**src/sv/dqs_pkg.sv**
```systemverilog
// Shared constants, codes and types for the deque with search.
// No dependencies; every other file of the block but dqs_ram imports this package.
`default_nettype none

package dqs_pkg;

    localparam int DEPTH    = 16;
    localparam int PTR_W    = $clog2(DEPTH);
    localparam int CNT_W    = $clog2(DEPTH + 1);
    localparam int DATA_W   = 32;
    localparam int FUNC_W   = 3;
    localparam int STATUS_W = 3;
    localparam int POS_W    = 4;
    localparam int COUNT_W  = 5;

    localparam logic [FUNC_W-1:0] FN_PUSH_FRONT = FUNC_W'(0);
    localparam logic [FUNC_W-1:0] FN_PUSH_BACK  = FUNC_W'(1);
    localparam logic [FUNC_W-1:0] FN_POP_FRONT  = FUNC_W'(2);
    localparam logic [FUNC_W-1:0] FN_POP_BACK   = FUNC_W'(3);
    localparam logic [FUNC_W-1:0] FN_SEARCH     = FUNC_W'(4);

    localparam logic [STATUS_W-1:0] STS_DONE     = STATUS_W'(0);
    localparam logic [STATUS_W-1:0] STS_EMPTY    = STATUS_W'(1);
    localparam logic [STATUS_W-1:0] STS_FULL     = STATUS_W'(2);
    localparam logic [STATUS_W-1:0] STS_FOUND    = STATUS_W'(3);
    localparam logic [STATUS_W-1:0] STS_NOTFOUND = STATUS_W'(4);

    typedef struct packed {
        logic [STATUS_W-1:0] status;
        logic [POS_W-1:0]    found_position;
        logic [COUNT_W-1:0]  entry_count;
    } rsp_t;

    // top level -> sequencer
    typedef struct packed {
        logic accept;
        logic slot_free;
    } seq_ctl_t;

    // sequencer -> top level
    typedef struct packed {
        logic idle;
        logic done;
    } seq_sts_t;

endpackage

`default_nettype wire

```
**src/sv/deque_with_search.sv**
```systemverilog
// Push, pop and unused codes give their result beat in the cycle after acceptance.
// A search scans the stored values in state S_SCAN, from the front:
// the store is read one entry a cycle through its single read port and one comparator.
// One push or pop per cycle while results are taken; a search holds the block until done.
// Reset (rst_n, asynchronous, active low) empties the deque and drops any held result beat.
// Depends on dqs_pkg, dqs_seq and dqs_ram.
`default_nettype none

module deque_with_search (
    input  wire logic                                clk,
    input  wire logic                                rst_n,
    input  wire logic                                req_valid,
    output logic                                     req_stall,
    input  wire logic [dqs_pkg::FUNC_W-1:0]          func,
    input  wire logic signed [dqs_pkg::DATA_W-1:0]   item_value,
    output logic                                     rsp_valid,
    input  wire logic                                rsp_stall,
    output logic [dqs_pkg::STATUS_W-1:0]             status,
    output logic [dqs_pkg::POS_W-1:0]                found_position,
    output logic [dqs_pkg::COUNT_W-1:0]              entry_count
);
    import dqs_pkg::*;

    seq_ctl_t ctl;
    seq_sts_t sts;
    rsp_t     seq_rsp;

    logic     rsp_valid_reg, rsp_valid_next;
    rsp_t     rsp_reg,       rsp_next;
    logic     slot_free;

    // The output register frees up either when empty or when its beat leaves this edge,
    // so a new request may enter while the previous result is still being taken.
    assign slot_free     = !rsp_valid_reg || !rsp_stall;
    assign req_stall     = !(sts.idle && slot_free);
    assign ctl.accept    = req_valid && !req_stall;
    assign ctl.slot_free = slot_free;

    dqs_seq u_seq (
        .clk        (clk),
        .rst_n      (rst_n),
        .ctl        (ctl),
        .func       (func),
        .item_value (item_value),
        .sts        (sts),
        .rsp        (seq_rsp)
    );

    // Load a finished result; otherwise drop the beat once the consumer takes it.
    always_comb
    begin
        rsp_valid_next = rsp_valid_reg;
        rsp_next       = rsp_reg;
        priority if (sts.done)
        begin
            rsp_valid_next = 1'b1;
            rsp_next       = seq_rsp;
        end
        else if (!rsp_stall)
        begin
            rsp_valid_next = 1'b0;
        end
        else
        begin
            // hold the stalled beat
            rsp_valid_next = rsp_valid_reg;
        end
    end

    always_ff @(posedge clk or negedge rst_n)
    begin
        if (!rst_n)
        begin
            rsp_valid_reg <= 1'b0;
        end
        else
        begin
            rsp_valid_reg <= rsp_valid_next;
        end
    end

    always_ff @(posedge clk)
    begin
        rsp_reg <= rsp_next;
    end

    assign rsp_valid      = rsp_valid_reg;
    assign status         = rsp_reg.status;
    assign found_position = rsp_reg.found_position;
    assign entry_count    = rsp_reg.entry_count;

    a_quick_result: assert property (@(posedge clk) disable iff (!rst_n)
        (req_valid && !req_stall && func != FN_SEARCH) |=> rsp_valid)
        else $error("push or pop did not produce a result beat");

    a_busy_stalls: assert property (@(posedge clk) disable iff (!rst_n)
        !sts.idle |-> req_stall)
        else $error("request taken while a search is in progress");

endmodule

`default_nettype wire

```
**src/sv/dqs_ram.sv**
```systemverilog
// Generic single-write, single-read RAM with registered read data.
// Standalone; no package dependency.
`default_nettype none

module dqs_ram #(
    parameter int WIDTH = 32,
    parameter int DEPTH = 16
) (
    input  wire logic                     clk,
    input  wire logic                     we,
    input  wire logic [$clog2(DEPTH)-1:0] waddr,
    input  wire logic [WIDTH-1:0]         wdata,
    input  wire logic [$clog2(DEPTH)-1:0] raddr,
    output logic      [WIDTH-1:0]         rdata
);

    logic [WIDTH-1:0] mem_reg [DEPTH];
    logic [WIDTH-1:0] rd_data_reg;

    always_ff @(posedge clk)
    begin
        if (we)
        begin
            mem_reg[waddr] <= wdata;
        end
        rd_data_reg <= mem_reg[raddr];
    end

    assign rdata = rd_data_reg;

endmodule

`default_nettype wire

```
**src/sv/dqs_seq.sv**
```systemverilog
// Sequencer of the deque: ring front pointer, count, and the search scan that
// reuses one comparator over the store. Depends on dqs_pkg and dqs_ram.
`default_nettype none

module dqs_seq (
    input  wire logic                            clk,
    input  wire logic                            rst_n,
    input  wire dqs_pkg::seq_ctl_t               ctl,
    input  wire logic [dqs_pkg::FUNC_W-1:0]      func,
    input  wire logic signed [dqs_pkg::DATA_W-1:0] item_value,
    output dqs_pkg::seq_sts_t                    sts,
    output dqs_pkg::rsp_t                        rsp
);
    import dqs_pkg::*;

    localparam logic [CNT_W:0]   DEPTH_X  = (CNT_W + 1)'(DEPTH);
    localparam logic [PTR_W-1:0] LAST_PTR = PTR_W'(DEPTH - 1);
    localparam logic [CNT_W-1:0] FULL_CNT = CNT_W'(DEPTH);

    typedef enum logic [2:0] {
        S_IDLE = 3'b001,
        S_SCAN = 3'b010,
        S_FIN  = 3'b100
    } seq_state_t;

    function automatic logic [PTR_W-1:0] ring_at(input logic [PTR_W-1:0] base,
                                                 input logic [CNT_W-1:0] offs);
        logic [CNT_W:0] sum;
        sum = (CNT_W + 1)'(base) + (CNT_W + 1)'(offs);
        if (sum >= DEPTH_X)
        begin
            sum = sum - DEPTH_X;
        end
        return sum[PTR_W-1:0];
    endfunction

    seq_state_t          state_reg,   state_next;
    logic [PTR_W-1:0]    front_reg,   front_next;
    logic [CNT_W-1:0]    count_reg,   count_next;
    logic [DATA_W-1:0]   key_reg,     key_next;
    logic [CNT_W-1:0]    iss_idx_reg, iss_idx_next;
    logic                cmp_vld_reg, cmp_vld_next;
    logic [PTR_W-1:0]    cmp_idx_reg, cmp_idx_next;
    rsp_t                res_reg,     res_next;

    logic                ram_we;
    logic [PTR_W-1:0]    ram_waddr;
    logic [PTR_W-1:0]    ram_raddr;
    logic [DATA_W-1:0]   ram_rdata;
    logic                hit;
    logic                last;
    logic                done;
    logic [STATUS_W-1:0] imm_status;
    rsp_t                imm_rsp;

    dqs_ram #(
        .WIDTH (DATA_W),
        .DEPTH (DEPTH)
    ) u_store (
        .clk   (clk),
        .we    (ram_we),
        .waddr (ram_waddr),
        .wdata ($unsigned(item_value)),
        .raddr (ram_raddr),
        .rdata (ram_rdata)
    );

    assign hit  = cmp_vld_reg && (ram_rdata == key_reg);
    assign last = cmp_vld_reg && (CNT_W'(cmp_idx_reg) == (count_reg - CNT_W'(1)));

    always_comb
    begin
        state_next   = state_reg;
        front_next   = front_reg;
        count_next   = count_reg;
        key_next     = key_reg;
        iss_idx_next = iss_idx_reg;
        cmp_vld_next = cmp_vld_reg;
        cmp_idx_next = cmp_idx_reg;
        res_next     = res_reg;
        ram_we       = 1'b0;
        ram_waddr    = front_reg;
        ram_raddr    = ring_at(front_reg, iss_idx_reg);
        imm_status   = STS_DONE;
        done         = 1'b0;

        unique case (state_reg)
            S_IDLE:
            begin
                if (ctl.accept)
                begin
                    done = 1'b1;
                    unique case (func)
                        FN_PUSH_FRONT:
                        begin
                            if (count_reg == FULL_CNT)
                            begin
                                imm_status = STS_FULL;
                            end
                            else
                            begin
                                front_next = (front_reg == '0) ? LAST_PTR
                                                               : front_reg - PTR_W'(1);
                                ram_we     = 1'b1;
                                ram_waddr  = front_next;
                                count_next = count_reg + CNT_W'(1);
                            end
                        end
                        FN_PUSH_BACK:
                        begin
                            if (count_reg == FULL_CNT)
                            begin
                                imm_status = STS_FULL;
                            end
                            else
                            begin
                                ram_we     = 1'b1;
                                ram_waddr  = ring_at(front_reg, count_reg);
                                count_next = count_reg + CNT_W'(1);
                            end
                        end
                        FN_POP_FRONT:
                        begin
                            if (count_reg == '0)
                            begin
                                imm_status = STS_EMPTY;
                            end
                            else
                            begin
                                front_next = (front_reg == LAST_PTR) ? '0
                                                                     : front_reg + PTR_W'(1);
                                count_next = count_reg - CNT_W'(1);
                            end
                        end
                        FN_POP_BACK:
                        begin
                            if (count_reg == '0)
                            begin
                                imm_status = STS_EMPTY;
                            end
                            else
                            begin
                                count_next = count_reg - CNT_W'(1);
                            end
                        end
                        FN_SEARCH:
                        begin
                            key_next = $unsigned(item_value);
                            if (count_reg == '0)
                            begin
                                imm_status = STS_NOTFOUND;
                            end
                            else
                            begin
                                done         = 1'b0;
                                state_next   = S_SCAN;
                                iss_idx_next = '0;
                                cmp_vld_next = 1'b0;
                            end
                        end
                        default:
                        begin
                            imm_status = STS_DONE;
                        end
                    endcase
                end
            end
            S_SCAN:
            begin
                // issue the next read while comparing the previous one
                cmp_vld_next = (iss_idx_reg < count_reg);
                cmp_idx_next = iss_idx_reg[PTR_W-1:0];
                if (iss_idx_reg < count_reg)
                begin
                    iss_idx_next = iss_idx_reg + CNT_W'(1);
                end
                priority if (hit)
                begin
                    res_next.status         = STS_FOUND;
                    res_next.found_position = POS_W'(cmp_idx_reg);
                    res_next.entry_count    = COUNT_W'(count_reg);
                    state_next              = S_FIN;
                end
                else if (last)
                begin
                    res_next.status         = STS_NOTFOUND;
                    res_next.found_position = '0;
                    res_next.entry_count    = COUNT_W'(count_reg);
                    state_next              = S_FIN;
                end
                else
                begin
                    // keep scanning
                    state_next = S_SCAN;
                end
            end
            S_FIN:
            begin
                done = ctl.slot_free;
                if (ctl.slot_free)
                begin
                    state_next = S_IDLE;
                end
            end
            default:
            begin
                state_next = S_IDLE;
            end
        endcase
    end

    assign imm_rsp.status         = imm_status;
    assign imm_rsp.found_position = '0;
    assign imm_rsp.entry_count    = COUNT_W'(count_next);

    assign rsp      = (state_reg == S_FIN) ? res_reg : imm_rsp;
    assign sts.idle = (state_reg == S_IDLE);
    assign sts.done = done;

    always_ff @(posedge clk or negedge rst_n)
    begin
        if (!rst_n)
        begin
            state_reg   <= S_IDLE;
            front_reg   <= '0;
            count_reg   <= '0;
            iss_idx_reg <= '0;
            cmp_vld_reg <= 1'b0;
        end
        else
        begin
            state_reg   <= state_next;
            front_reg   <= front_next;
            count_reg   <= count_next;
            iss_idx_reg <= iss_idx_next;
            cmp_vld_reg <= cmp_vld_next;
        end
    end

    always_ff @(posedge clk)
    begin
        key_reg     <= key_next;
        cmp_idx_reg <= cmp_idx_next;
        res_reg     <= res_next;
    end

    a_count_bound: assert property (@(posedge clk) disable iff (!rst_n)
        count_reg <= FULL_CNT)
        else $error("stored count beyond depth");

    a_done_slot: assert property (@(posedge clk) disable iff (!rst_n)
        done |-> ctl.slot_free)
        else $error("result produced with no free output slot");

    a_cmp_in_range: assert property (@(posedge clk) disable iff (!rst_n)
        (state_reg == S_SCAN && cmp_vld_reg) |-> (CNT_W'(cmp_idx_reg) < count_reg))
        else $error("search compares past the stored entries");

endmodule

`default_nettype wire

```
**config.mk**
```make
export PLATFORM = sky130hd
export DESIGN_NAME = deque_with_search
export DESIGN_NICKNAME = d
export VERILOG_FILES = /design/src/sv/dqs_pkg.sv /design/src/sv/deque_with_search.sv /design/src/sv/dqs_ram.sv /design/src/sv/dqs_seq.sv
export SDC_FILE = /design/constraint.sdc
export NUM_CORES = 1
export LEC_CHECK = 0
export BUFFER_PORTS_ARGS = -buffer_cell sky130_fd_sc_hd__buf_4
export CAP_MARGIN = 20
export CORE_ASPECT_RATIO = 1.25
export CORE_UTILIZATION = 55
export DETAILED_ROUTE_END_ITERATION = 7
export GPL_TIMING_DRIVEN = 0
export MAX_ROUTING_LAYER = met4
export PLACE_DENSITY = 0.75
export SLEW_MARGIN = 5
export SYNTH_ARGS = -nofsm -noshare
export SYNTH_HDL_FRONTEND = slang
export SYNTH_SLANG_ARGS = --single-unit
```
**constraint.sdc**
```tcl
create_clock -name clk -period 11.9 [get_ports clk]
set_input_delay 2.975 -clock clk [delete_from_list [all_inputs] [get_ports clk]]
set_output_delay 2.975 -clock clk [all_outputs]
set_load 0.005 [all_outputs]
```
==> impl_metrics.env <==
export IMPL_status="completed"
export IMPL_ys_flop_type="edfxtp_1"
export IMPL_grt_first_pass_wirelength_mm=81.8
export IMPL_switching_share_pct=32.5
export IMPL_maxCapViolCount=0
export IMPL_setup_viol=0
export IMPL_cts_tree="yes"
export IMPL_setup_tns_ns=0
export IMPL_pin_count=53
export IMPL_initial_core_util_pct=56.2
export IMPL_post_drt_wl_per_cell_um=26.5
export IMPL_worstSkewPairLatency_ns=0.59
export IMPL_fp_dieW_um=190
export IMPL_antenna_found_initial=2
export IMPL_multi_input_area_um2=5800
export IMPL_final_max_slew_viol_count=0
export IMPL_syn_area_um2=24300
export IMPL_critical_path_max_stage_delay_ns=0.58
export IMPL_rsz0062_at_grt="no"
export IMPL_hold_viol_final=0
export IMPL_cts_repair_resized=0
export IMPL_dp_final_hpwl_mm=35.2
export IMPL_seq_area_frac_synth_pct=75.1
export IMPL_pwr_share_comb_pct=34.3
export IMPL_worstHoldStart="u_seq.count_reg[4]"
export IMPL_ys_ff_latch=622
export IMPL_dpl_worst_slack_ns=4.76
export IMPL_end_kind="output pin"
export IMPL_cts_sinks=622
export IMPL_totalWireLength_mm=53.8
export IMPL_async_flop_share_pct=3.05
export IMPL_track_usage_pct=25.7
export IMPL_coreArea_um2=43300
export IMPL_grt_pass1_vias=13100
export IMPL_viasPerCell=6.29
export IMPL_dr_total_vias=12700
export IMPL_grt_max_degree=21
export IMPL_fin_ws_ns=4.76
export IMPL_worst_path_most_repeated_cell="buf_4"
export IMPL_fin_nets=1471
export IMPL_grtUsageMet2_pct=41.5
export IMPL_ir_worst_vdd_uv=135
export IMPL_internal_power_w=0.00457
export IMPL_yosysWarnings=0
export IMPL_path_cells="buf_4, and2_1, clkbuf_1, or4_2, buf_4"
export IMPL_drtIter0Drc=1254
export IMPL_synth_compound_area_share_pct=3.40
export IMPL_fin_area_um2=28000
export IMPL_final_layout_size_suffix_gt1_share_pct=26.5
export IMPL_fillers=2778
export IMPL_criticalPathCategory="primary input to output pin"
export IMPL_cts_setup_buffers=0
export IMPL_port_buffers=52
export IMPL_r2r_start="u_seq.front_reg[0]"
export IMPL_synth_cell_types=68
export IMPL_tightest_slew_ns=1.14
export IMPL_clkTransAtPathRegs_ns=0.06
export IMPL_die_h_um=237
export IMPL_area_growth_pct=15.3
export IMPL_synth_top_family_by_area="multiplexers"
export IMPL_postRouteAntennaNets=0
export IMPL_min_path_type="register to register"
export IMPL_cts_hold_buf=0
export IMPL_die_area_um2=45100
export IMPL_crit_arrival_ns=4.16
export IMPL_cts_htree_levels=2
export IMPL_synth_simple_area_share_pct=5.01
export IMPL_synthAdderAreaFrac_pct=0.937
export IMPL_regArea_um2=18300
export IMPL_worstPathRequired_ns=8.93
export IMPL_cts_root_buf="clkbuf_16"
export IMPL_placed_cell_area_um2=26100
export IMPL_critPathSlowestCell="or4_2"
export IMPL_synth_edf_count=571
export IMPL_finalCriticalPeriod_ns=7.14
export IMPL_critPathLaunchType="primary input"
export IMPL_largest_reg_flops=512
export IMPL_synth_area_mux_share_pct=12.3
export IMPL_row_count=85
export IMPL_numCtsBuffers=56
export IMPL_routabilityCongestion=0.889
export IMPL_seq_power_share_pct=38.6
export IMPL_critPathMaxFanout=7
export IMPL_avgSynthCellArea_um2=19.4
export IMPL_grtUsageMet1_pct=33.3
export IMPL_firstDrtPassIters=5
export IMPL_met3_usage_pct=3.69
export IMPL_overflow=0
export IMPL_synth_nets=1308
export IMPL_p_leak_nw=9.17
export IMPL_cp_top_family="simple AND/OR/NAND/NOR gates"
export IMPL_fmax_ghz=0.140
export IMPL_cp_startpoint="rsp_stall"
export IMPL_clkPwrFrac_pct=27.1
export IMPL_yosys_area_share_xor_xnor_pct=1.69
export IMPL_p_sw_w=0.00220
export IMPL_whs_ns=0.457
export IMPL_power_density_nw_per_um2=241
export IMPL_finalPower_w=0.00677
export IMPL_path_buf_inv=3
export IMPL_finClkSkew_ns=0.0281
export IMPL_syn_instance_count=1252
export IMPL_relSlewSlack_pct=24.3
export IMPL_min_period_over_period_pct=60.0
export IMPL_drc=0
export IMPL_top_usage_layer="met2"
export IMPL_clock_path_buffers=3
[routing by layer]
metal	wire length [µm]	vias to the layer above
li1	-	5376
met5	0	-
met3	3960	117
met4	2040	0
met1	20400	6612
met2	27500	643
[cell type report]
type	instances	share of cell area [%]
Timing Repair Buffer	105	3.62
Multi-Input combinational cell	552	20.7
Antenna cell	1	0.00893
Tap cell	565	2.52
Inverter	17	0.277
Clock buffer	70	5.44
Buffer	61	1.02
Clock inverter	34	1.25
Sequential cell	622	65.2
[synth_stat cells, types with 3 or more instances]
master / count / area, µm²
nand3_1: 15 / 75.1
o21ai_1: 3 / 15.0
buf_2: 18 / 90.1
edfxtp_1: 571 / 17100
nor3_1: 19 / 95.1
nor4_1: 3 / 18.8
dfrtp_1: 18 / 450
buf_1: 4 / 15.0
clkbuf_1: 34 / 128
and2_1: 42 / 263
or3_1: 3 / 18.8
nand2_1: 86 / 323
nand4_1: 9 / 56.3
a211oi_1: 33 / 248
buf_6: 4 / 45.0
mux4_2: 128 / 2880
a21o_1: 4 / 30.0
ha_1: 15 / 188
o211ai_1: 4 / 30.0
mux2i_1: 4 / 40.0
a31oi_1: 33 / 206
and3_1: 4 / 25.0
nor3b_1: 6 / 45.0
inv_1: 16 / 60.1
nor2b_1: 3 / 18.8
mux2_2: 7 / 78.8
o21ai_0: 8 / 40.0
xor2_1: 10 / 87.6
nor2_1: 17 / 63.8
dfxtp_1: 32 / 641
xnor2_1: 37 / 324
a21oi_1: 18 / 90.1
[worst paths after layout]
path	end	slack, ns	cells past startpoint
max reg2reg	u_seq.u_store.rdata[29]	7.79	9
max	req_stall	4.76	5
min	u_seq.res_reg[4]	0.46	0
min reg2reg	u_seq.res_reg[4]	0.46	0
max in group asynchronous	u_seq.state_reg[0]	9.35	1
min in group asynchronous	u_seq.iss_idx_reg[3]	2.28	1
[worst reg2reg max path, cell delays in order (launching register included)]
cell	delay, ns
dfrtp_1	0.56
ha_1	0.26
inv_1	0.06
fa_1	0.50
buf_2	0.35
buf_1	0.89
buf_1	0.69
mux4_2	0.44
nand2_1	0.08
a31oi_1	0.12
[placed cells by master (no fill, tap or decap), types with 5 or more instances in the layout]
cell         n
a211oi_1    33
a21oi_1     18
a31oi_1     33
and2_1      42
buf_2       18
buf_4       69
buf_6       34
bufinv_16    7
clkbuf_1    42
clkbuf_16   57
clkbuf_8     5
clkinv_1     9
clkinv_2    13
dfrtp_1     18
dfxtp_1     32
edfxtp_1   571
ha_1        15
inv_1       16
mux2_2       7
mux4_2     128
nand2_1     86
nand3_1     15
nand4_1      9
nor2_1      13
nor3_1       7
nor3_2      13
nor3b_1      6
o21ai_0      8
xnor2_1     35
xor2_1      10
[per-stage QoR]
step,instances,utilization (%)
6_report,2027,64.7
5_1_grt,2027,64.7
4_1_cts,2025,64.7
3_5_place_dp,1921,60.4
3_3_place_gp,1869,58.7
2_1_floorplan,1252,-
[cell families (layout without fill, tap and decap cells)]
| group | Yosys count | in the layout |
|---|---|---|
| flops | 622 | 622 |
| simple gates | 227 | 227 |
| mux | 139 | 139 |
| compound gates | 122 | 122 |
| buf+inv | 78 | 287 |
| xor+xnor | 47 | 47 |
| fa+ha+maj | 17 | 17 |
| other cells | 0 | 1 |
[power groups by stage]
| stage | Combinational [W] | Clock [W] | Sequential, W |
|---|---|---|---|
| 5_1_grt | 0.00250 | 0.00194 | 0.00262 |
| 6_report | 0.00232 | 0.00183 | 0.00261 |
| 4_1_cts | 0.00234 | 0.00185 | 0.00261 |
| 3_5_place_dp | 0.00231 | 0 | 0.00265 |
| 2_1_floorplan | 0.00157 | 0 | 0.00264 |
| 3_3_place_gp | 0.00223 | 0 | 0.00266 |
Power figures use the tool's default switching activity.
